==> config.mk <==
export PLATFORM = sky130hd
export DESIGN_NAME = datetime_epoch_compare
export DESIGN_NICKNAME = d
export VERILOG_FILES = /design/src/hw/rtl/dtec_pkg.sv /design/src/hw/rtl/dtec_secs_pipe.sv /design/src/hw/rtl/datetime_epoch_compare.sv
export SDC_FILE = /design/constraint.sdc
export NUM_CORES = 2
export LEC_CHECK = 0
export ABC_AREA = 1
export BUFFER_PORTS_ARGS = -buffer_cell sky130_fd_sc_hd__buf_2
export CORE_AREA = 8 8 349 351
export CTS_CLUSTER_SIZE = 40
export DETAILED_ROUTE_END_ITERATION = 16
export DIE_AREA = 0 0 357 359
export GPL_TIMING_DRIVEN = 0
export PLACE_DENSITY = 0.65
export SYNTH_ARGS = -nofsm -noshare
export SYNTH_HDL_FRONTEND = slang
export SYNTH_SLANG_ARGS = --single-unit
==> constraint.sdc <==
create_clock -name clk -period 10.3 [get_ports clk]
set_input_delay 0.515 -clock clk [delete_from_list [all_inputs] [get_ports clk]]
set_output_delay 0.515 -clock clk [all_outputs]
set_load 0.01 [all_outputs]
==> src/hw/rtl/dtec_pkg.sv <==
// ----------------------------------------------------------------------------
// dtec_pkg: shared types and constants for the datetime epoch compare block
// Calendar field bundle, fixed widths, conversion constants and the
// days-before-month table.
// ----------------------------------------------------------------------------
package dtec_pkg;

	localparam int SecsW = 37;
	localparam int DiffW = 47;
	localparam int DaysW = 20;
	localparam int HmsW  = 17;

	localparam int BaseYear        = 1900;
	localparam int DaysPerYear     = 365;
	localparam int SecsPerDay      = 86400;
	localparam int SecsPerHour     = 3600;
	localparam int SecsPerMinute   = 60;
	localparam int MsPerSec        = 1000;
	// leap years in [1, 1899]: 474 - 18 + 4
	localparam int LeapsBeforeBase = 460;
	// floor(x / 25) == (x * Recip25) >> Recip25Shift for x below 1024
	localparam int Recip25         = 1311;
	localparam int Recip25Shift    = 15;

	typedef struct packed {
		logic [11:0] year;
		logic [3:0]  month;
		logic [4:0]  day;
		logic [4:0]  hour;
		logic [5:0]  minute;
		logic [5:0]  second;
	} datetime_t;

	// Days in the whole months before the given month. Month zero counts
	// nothing, any month past December counts the whole year.
	function automatic logic [8:0] cum_days(input logic leap, input logic [3:0] month);
		logic [8:0] base;
		case (month)
			4'd0:    base = 9'd0;
			4'd1:    base = 9'd0;
			4'd2:    base = 9'd31;
			4'd3:    base = 9'd59;
			4'd4:    base = 9'd90;
			4'd5:    base = 9'd120;
			4'd6:    base = 9'd151;
			4'd7:    base = 9'd181;
			4'd8:    base = 9'd212;
			4'd9:    base = 9'd243;
			4'd10:   base = 9'd273;
			4'd11:   base = 9'd304;
			4'd12:   base = 9'd334;
			default: base = 9'd365;
		endcase
		return base + {8'd0, leap && (month >= 4'd3)};
	endfunction

endpackage

==> src/hw/rtl/dtec_secs_pipe.sv <==
// ----------------------------------------------------------------------------
// dtec_secs_pipe: calendar datetime to seconds since 1900-01-01
// Three register stages: year divisions, day count, seconds multiply.
// ----------------------------------------------------------------------------
module dtec_secs_pipe (
	input  logic                            clk,
	input  dtec_pkg::datetime_t             dt,
	output logic [dtec_pkg::SecsW-1:0]      secs
);
	import dtec_pkg::*;

	// stage A: divisions by 4, 100 and 400
	logic [11:0] yr_prev;
	logic [5:0]  q25y;
	logic [5:0]  nq100;
	logic [3:0]  nq400;

	assign yr_prev = dt.year - 12'd1;
	assign q25y    = 6'((21'(dt.year[11:2]) * 21'(Recip25)) >> Recip25Shift);
	assign nq100   = 6'((21'(yr_prev[11:2]) * 21'(Recip25)) >> Recip25Shift);
	assign nq400   = 4'((19'(yr_prev[11:4]) * 19'(Recip25)) >> Recip25Shift);

	logic [9:0]  yq_s2;
	logic [1:0]  ylo_s2;
	logic [5:0]  q25y_s2;
	logic [9:0]  nq4_s2;
	logic [5:0]  nq100_s2;
	logic [3:0]  nq400_s2;
	logic [11:0] years_s2;
	logic        after_s2;
	logic [3:0]  month_s2;
	logic [4:0]  day_s2;
	logic [4:0]  hour_s2;
	logic [5:0]  minute_s2;
	logic [5:0]  second_s2;

	always_ff @(posedge clk) begin
		yq_s2     <= dt.year[11:2];
		ylo_s2    <= dt.year[1:0];
		q25y_s2   <= q25y;
		nq4_s2    <= yr_prev[11:2];
		nq100_s2  <= nq100;
		nq400_s2  <= nq400;
		years_s2  <= dt.year - 12'(BaseYear);
		after_s2  <= dt.year > 12'(BaseYear);
		month_s2  <= dt.month;
		day_s2    <= dt.day;
		hour_s2   <= dt.hour;
		minute_s2 <= dt.minute;
		second_s2 <= dt.second;
	end

	// stage B: leap test, day count, time of day
	logic [9:0]      yrem;
	logic            leap;
	logic [9:0]      leaps;
	logic [DaysW-1:0] year_days;
	logic [4:0]      day_off;
	logic [DaysW-1:0] days_c;
	logic [HmsW-1:0] hms_c;

	assign yrem  = yq_s2 - 10'(11'(q25y_s2) * 11'd25);
	assign leap  = (ylo_s2 == 2'd0) && ((yrem != 10'd0) || (q25y_s2[1:0] == 2'd0));
	assign leaps = 10'(11'(nq4_s2) - 11'(nq100_s2) + 11'(nq400_s2) - 11'(LeapsBeforeBase));
	assign year_days = after_s2 ?
		DaysW'(DaysW'(years_s2) * DaysW'(DaysPerYear)) + DaysW'(leaps) : '0;
	assign day_off = (day_s2 == 5'd0) ? 5'd0 : day_s2 - 5'd1;
	assign days_c  = year_days + DaysW'(cum_days(leap, month_s2)) + DaysW'(day_off);
	assign hms_c   = HmsW'(HmsW'(hour_s2) * HmsW'(SecsPerHour))
		+ HmsW'(HmsW'(minute_s2) * HmsW'(SecsPerMinute)) + HmsW'(second_s2);

	logic [DaysW-1:0] days_s3;
	logic [HmsW-1:0]  hms_s3;

	always_ff @(posedge clk) begin
		days_s3 <= days_c;
		hms_s3  <= hms_c;
	end

	// stage C: days to seconds
	logic [SecsW-1:0] secs_s4;

	always_ff @(posedge clk) begin
		secs_s4 <= SecsW'(SecsW'(days_s3) * SecsW'(SecsPerDay)) + SecsW'(hms_s3);
	end

	assign secs = secs_s4;

endmodule

==> src/hw/rtl/datetime_epoch_compare.sv <==
// ----------------------------------------------------------------------------
// datetime_epoch_compare: datetime to epoch seconds with reference compare
// Converts a calendar datetime to seconds since 1900-01-01 and compares it,
// to the millisecond, with a reference datetime held in registers.
// ----------------------------------------------------------------------------
// One transfer is taken on every clock edge where start is high; busy stays
// low, so a new datetime may follow in every cycle. Each result appears on
// the result ports for exactly one cycle, marked by done; results come out
// in the order the items went in and the receiver must take them as they
// come. The result passes through five register stages: input capture,
// year divisions by constant reciprocals, day count, days-to-seconds
// multiply, and the difference/compare stage.
// The reference datetime runs through its own copy of the conversion stages,
// so a register write takes effect for a transfer started in the same cycle.
// Write the registers only while no transfer is in flight: the reference
// milliseconds are read at the compare stage while the other reference
// fields enter the conversion stages, so an item already in the pipeline
// would see a mix of old and new reference fields.
// Fields are not checked for calendar validity: month zero counts no months,
// months past December count the whole year, day zero counts no days, and
// years before 1900 count no whole years.
// Registers (APB, byte address 4*i, all reset to 1900-01-01 00:00:00.000):
// ref_year, ref_month, ref_day, ref_hour, ref_minute, ref_second,
// ref_millisecond.
module datetime_epoch_compare (
	input  logic                              clk,
	input  logic                              arst_n,
	// item channel
	input  logic                              start,
	output logic                              busy,
	input  logic [11:0]                       year,
	input  logic [3:0]                        month,
	input  logic [4:0]                        day,
	input  logic [4:0]                        hour,
	input  logic [5:0]                        minute,
	input  logic [5:0]                        second,
	input  logic [9:0]                        millisecond,
	// result channel
	output logic                              done,
	output logic [dtec_pkg::SecsW-1:0]        total_seconds,
	output logic signed [dtec_pkg::DiffW-1:0] diff_ms,
	output logic                              is_less,
	output logic                              is_greater,
	output logic                              is_equal,
	// configuration port
	input  logic                              psel,
	input  logic                              penable,
	input  logic                              pwrite,
	input  logic [4:0]                        paddr,
	input  logic [31:0]                       pwdata,
	output logic [31:0]                       prdata,
	output logic                              pready
);
	import dtec_pkg::*;

	typedef enum logic [2:0] {
		RegYear   = 3'd0,
		RegMonth  = 3'd1,
		RegDay    = 3'd2,
		RegHour   = 3'd3,
		RegMinute = 3'd4,
		RegSecond = 3'd5,
		RegMs     = 3'd6
	} cfg_reg_t;

	// ------------------------------------------------------------------
	// Configuration registers
	// ------------------------------------------------------------------
	datetime_t  ref_dt_q;
	logic [9:0] ref_ms_q;
	logic       cfg_wr;
	cfg_reg_t   cfg_sel;

	assign pready  = 1'b1;
	assign cfg_wr  = psel && penable && pwrite && pready;
	assign cfg_sel = cfg_reg_t'(paddr[4:2]);

	always_ff @(posedge clk or negedge arst_n) begin
		if (!arst_n) begin
			ref_dt_q.year   <= 12'(BaseYear);
			ref_dt_q.month  <= 4'd1;
			ref_dt_q.day    <= 5'd1;
			ref_dt_q.hour   <= 5'd0;
			ref_dt_q.minute <= 6'd0;
			ref_dt_q.second <= 6'd0;
			ref_ms_q        <= 10'd0;
		end else if (cfg_wr) begin
			case (cfg_sel)
				RegYear:   ref_dt_q.year   <= pwdata[11:0];
				RegMonth:  ref_dt_q.month  <= pwdata[3:0];
				RegDay:    ref_dt_q.day    <= pwdata[4:0];
				RegHour:   ref_dt_q.hour   <= pwdata[4:0];
				RegMinute: ref_dt_q.minute <= pwdata[5:0];
				RegSecond: ref_dt_q.second <= pwdata[5:0];
				RegMs:     ref_ms_q        <= pwdata[9:0];
				default: begin
					// drop writes past the register list
				end
			endcase
		end
	end

	always_comb begin
		case (cfg_sel)
			RegYear:   prdata = {20'd0, ref_dt_q.year};
			RegMonth:  prdata = {28'd0, ref_dt_q.month};
			RegDay:    prdata = {27'd0, ref_dt_q.day};
			RegHour:   prdata = {27'd0, ref_dt_q.hour};
			RegMinute: prdata = {26'd0, ref_dt_q.minute};
			RegSecond: prdata = {26'd0, ref_dt_q.second};
			RegMs:     prdata = {22'd0, ref_ms_q};
			default:   prdata = 32'd0;
		endcase
	end

	// ------------------------------------------------------------------
	// Input capture: take a transfer every cycle start is high
	// ------------------------------------------------------------------
	logic       accept;
	datetime_t  in_dt_s1;
	logic [9:0] ms_s1, ms_s2, ms_s3, ms_s4;
	logic       v_s1, v_s2, v_s3, v_s4;

	assign busy   = 1'b0;
	assign accept = start && !busy;

	always_ff @(posedge clk) begin
		in_dt_s1 <= '{year: year, month: month, day: day, hour: hour,
			minute: minute, second: second};
		ms_s1 <= millisecond;
		ms_s2 <= ms_s1;
		ms_s3 <= ms_s2;
		ms_s4 <= ms_s3;
	end

	// advance the valid marks alongside the payload
	always_ff @(posedge clk or negedge arst_n) begin
		if (!arst_n) begin
			v_s1 <= 1'b0;
			v_s2 <= 1'b0;
			v_s3 <= 1'b0;
			v_s4 <= 1'b0;
		end else begin
			v_s1 <= accept;
			v_s2 <= v_s1;
			v_s3 <= v_s2;
			v_s4 <= v_s3;
		end
	end

	// ------------------------------------------------------------------
	// Seconds conversion: one lane for the item, one for the reference.
	// The reference registers stand in the place of the input register,
	// so both lanes line up stage for stage.
	// ------------------------------------------------------------------
	logic [SecsW-1:0] in_secs_s4;
	logic [SecsW-1:0] ref_secs_s4;

	dtec_secs_pipe u_in_secs (
		.clk  (clk),
		.dt   (in_dt_s1),
		.secs (in_secs_s4)
	);

	dtec_secs_pipe u_ref_secs (
		.clk  (clk),
		.dt   (ref_dt_q),
		.secs (ref_secs_s4)
	);

	// ------------------------------------------------------------------
	// Difference and compare. The seconds decide first; milliseconds
	// only break a tie, even when they are past 999.
	// ------------------------------------------------------------------
	logic [DiffW-1:0] sec_diff;
	logic [DiffW-1:0] diff_c;
	logic             sec_eq, sec_lt, ms_lt, ms_eq;

	assign sec_diff = DiffW'(in_secs_s4) - DiffW'(ref_secs_s4);
	assign diff_c   = DiffW'(sec_diff * DiffW'(MsPerSec)) + DiffW'(ms_s4) - DiffW'(ref_ms_q);
	assign sec_eq   = in_secs_s4 == ref_secs_s4;
	assign sec_lt   = in_secs_s4 < ref_secs_s4;
	assign ms_eq    = ms_s4 == ref_ms_q;
	assign ms_lt    = ms_s4 < ref_ms_q;

	logic             done_q;
	logic [SecsW-1:0] total_seconds_q;
	logic [DiffW-1:0] diff_ms_q;
	logic             is_less_q, is_greater_q, is_equal_q;

	always_ff @(posedge clk or negedge arst_n) begin
		if (!arst_n) begin
			done_q <= 1'b0;
		end else begin
			done_q <= v_s4;
		end
	end

	// hold the result for its one strobe cycle
	always_ff @(posedge clk) begin
		total_seconds_q <= in_secs_s4;
		diff_ms_q       <= diff_c;
		is_less_q       <= sec_lt || (sec_eq && ms_lt);
		is_greater_q    <= !sec_lt && !sec_eq || (sec_eq && !ms_lt && !ms_eq);
		is_equal_q      <= sec_eq && ms_eq;
	end

	assign done          = done_q;
	assign total_seconds = total_seconds_q;
	assign diff_ms       = signed'(diff_ms_q);
	assign is_less       = is_less_q;
	assign is_greater    = is_greater_q;
	assign is_equal      = is_equal_q;

	// ------------------------------------------------------------------
	// Assertions
	// ------------------------------------------------------------------
`ifndef ASSERT_OFF
	a_latency: assert property (@(posedge clk) disable iff (!arst_n)
		accept |-> ##5 done)
		else $error("result strobe missing five cycles after a transfer");

	a_no_phantom: assert property (@(posedge clk) disable iff (!arst_n)
		done |-> $past(accept, 5))
		else $error("result strobe without a matching transfer");

	a_one_flag: assert property (@(posedge clk) disable iff (!arst_n)
		done |-> $onehot({is_less, is_greater, is_equal}))
		else $error("compare flags not exactly one hot");

	a_equal_zero: assert property (@(posedge clk) disable iff (!arst_n)
		(done && is_equal) |-> (diff_ms == '0))
		else $error("equal flag with nonzero difference");
`endif

endmodule
==> results_dict.tcl <==
set metrics [dict create \
    post_drt_wl_per_cell_um 14.7 \
    max_freq_mhz 105 \
    cts_setup_buffers 0 \
    critPathSlowestCell "dfxtp_1" \
    finalNetCount 8991 \
    worst_pin_slew_ps 1020 \
    critPathRequiredTime_ps 10900 \
    coreArea_um2 117000 \
    first_iter_violations 1850 \
    min_period_over_period 0.927 \
    gp_congestion 0.912 \
    hp-class "in -> reg" \
    drive_gt1_frac 0.0517 \
    cp-end-kind "register" \
    cp_num_buf_inv 6 \
    grt_pass1_wl_mm 216 \
    synth-seq-cells 534 \
    cts_inserted_buffers 59 \
    die_h_um 359 \
    synth_area_um2 57600 \
    clk_path_buf_depth 3 \
    die_w_um 357 \
    synth_cell_types 67 \
    antenna_left 0 \
    relSlewSlack 0.313 \
    area_growth_pct 9.59 \
    status "finished, final reports clean" \
    via_count 44200 \
    critical_path_class "reg -> reg" \
    synthCells 7003 \
    syn_avg_cell_area_um2 8.23 \
    root_buffer "clkbuf_16" \
    timing.hold.ws_ps 94.1 \
    numClockSinks 534 \
    cp_common_cell "nand2_1" \
    async_flop_share 0.0993 \
    synth_edf_count 0 \
    ctsResizeCount 0 \
    hold_violations 0 \
    first_pass_iters 5 \
    antenna_found_initial 18 \
    fin_crit_ps 9550 \
    rows 126 \
    drv_cap 0 \
    portBuffers 168 \
    synth_top_flop_cell "dfxtp_1" \
    start_util 0.494 \
    setup_viol 0 \
    grt-ovfl-total 0 \
    clk_latency_ps 670 \
    arrival_ps 10150 \
    grt_usage 0.203 \
    cts_tree "done" \
    grt_max_degree 54 \
    dp_hpwl_mm 114 \
    grt_pass1_vias 44900 \
    crit_path_start_kind "register" \
    fin_skew_ps 27.5 \
    clk_pin_slew_worst_paths_ps 70 \
    yosysWarnings 0 \
    slowest_delay_ps 680 \
    critPathTopFamily "adder cells" \
    rsz0062_at_grt "no" \
    post-route-drc-count 0 \
    crit_fanout 7 \
    seq_area_frac_synth 0.190 \
    htree_levels 2 \
    final-max-slew-violation-count 0 \
    routed_wl_mm 131 \
    num_io_pins 213 \
    viasPerCell 4.97 \
    tns_ps 0 \
    dieArea_um2 128000 \
]
## cells in the mapped netlist, types with 18 or more instances
cell type / n / share of area
nand3_1: 229 / 0.020
fa_1: 501 / 0.17
a31oi_1: 32 / 0.0035
a21oi_1: 399 / 0.035
inv_1: 1641 / 0.11
ha_1: 1097 / 0.24
nand2_1: 1056 / 0.069
o21bai_1: 25 / 0.0033
dfrtp_1: 44 / 0.019
nor3_1: 44 / 0.0038
o21a_1: 18 / 0.0023
xnor2_1: 130 / 0.020
a21o_1: 36 / 0.0047
nand4_1: 57 / 0.0062
dfxtp_1: 481 / 0.17
buf_4: 22 / 0.0029
nand3b_1: 21 / 0.0027
o21ai_0: 240 / 0.021
xor2_1: 255 / 0.039
nor2_1: 430 / 0.028
## final cells by class
class	count	area (µm²)
repair buffers	218	1340
multi-input cells	4806	40300
plain buffers	38	234
flip-flops and latches	534	11000
well taps	1536	1920
clock buffers	80	1710
diodes	1	2.50
fillers	11100	53500
clock inverters	31	475
inverters	1645	6170
## worst register-to-register path, delay by kind of cell (launching register included)
kind,cells,cell delay [ps]
compound gates,10,2760
buf+inv,6,580
fa+ha+maj,7,2890
simple gates,11,1710
flops,1,680
xor+xnor,3,870
## per-stage QoR
stage	utilization	std cells	area (µm²)	setup WS [ps]
floorplan	-	7023	57700	3110
global placement	0.518	8727	60500	740
detailed placement	0.518	8727	60500	757
CTS	0.541	8887	63100	742
global route	0.541	8888	63100	168
finish	0.541	8889	63200	750
## worst paths after layout
| kind | start | endpoint | slack [ps] | depth (start not counted) |
|---|---|---|---|---|
| max | u_in_secs.secs[3]$_DFF_P_ | diff_ms[42]$_DFF_P_ | 750 | 37 |
| min | pwdata[10] | ref_dt_q[36]$_DFFE_PN1P_ | 90 | 3 |
| max reg2reg | u_in_secs.secs[3]$_DFF_P_ | diff_ms[42]$_DFF_P_ | 750 | 37 |
| min reg2reg | in_dt_s1[16]$_DFF_P_ | u_in_secs.hour_s2[4]$_DFF_P_ | 320 | 0 |
| max in group asynchronous | arst_n | v_s3$_DFF_PN0_ | 9300 | 2 |
| min in group asynchronous | arst_n | ref_dt_q[11]$_DFFE_PN0P_ | 460 | 2 |
## state kept, by name (all words and copies together) (netlist names), 10 cells and up, named ones only
signal / count
u_ref_secs.secs: 37
u_in_secs.days_s3: 20
in_dt_s1: 38
ref_ms_q: 10
ms_s1: 10
u_ref_secs.nq4_s2: 10
u_in_secs.years_s2: 11
u_in_secs.secs: 37
u_ref_secs.years_s2: 11
u_in_secs.hms_s3: 17
ms_s2: 10
u_in_secs.nq4_s2: 10
diff_ms: 47
u_in_secs.yq_s2: 10
u_ref_secs.days_s3: 20
u_ref_secs.hms_s3: 17
ms_s4: 10
u_ref_secs.yq_s2: 10
ms_s3: 10
total_seconds: 37
ref_dt_q: 38
## layer usage
metal	up-vias	GRT usage	wire (µm)
li1	22600	-	-
met1	20600	0.252	57500
met2	707	0.360	63300
met3	234	0.0242	5260
met4	4	0.0746	5010
met5	-	0	27
## placed cells by master (no fill, tap or decap), drive strengths merged, types with 19 or more instances in the layout
cell,instances
nand3,234
dfrtp,44
a21o,36
conb,22
nor3,47
nand2,1065
inv,1654
o21bai,26
xnor2,132
dfxtp,481
ha,1097
nor2,444
a31oi,32
or2,19
a21oi,400
xor2,261
clkbuf,94
fa,501
nand3b,22
nand4,57
o21ai,260
dlygate4sd3,50
buf,192
## cell families (layout without fill, tap and decap cells)
logic type,after synthesis,after routing,synth area share
and+or+nand+nor,1927,1927,0.141
DFF,534,534,0.190
xor gates and xnor gates,393,393,0.0608
buffers and inverters,1683,2012,0.111
muxes,2,2,0.000369
adders and majority gates,1598,1598,0.412
other,2,23,0.000130
AOI/OAI and AO/OA,864,864,0.0842
## what timing repair did
item / in CTS / in global routing
hold buffers: 49 / 1
endpoints found under the hold margin: 49 / 44
setup endpoints to repair: 0 / 0
Power is not shown: default switching activity piles up to over one toggle a cycle in this logic, so the estimate is an artifact.
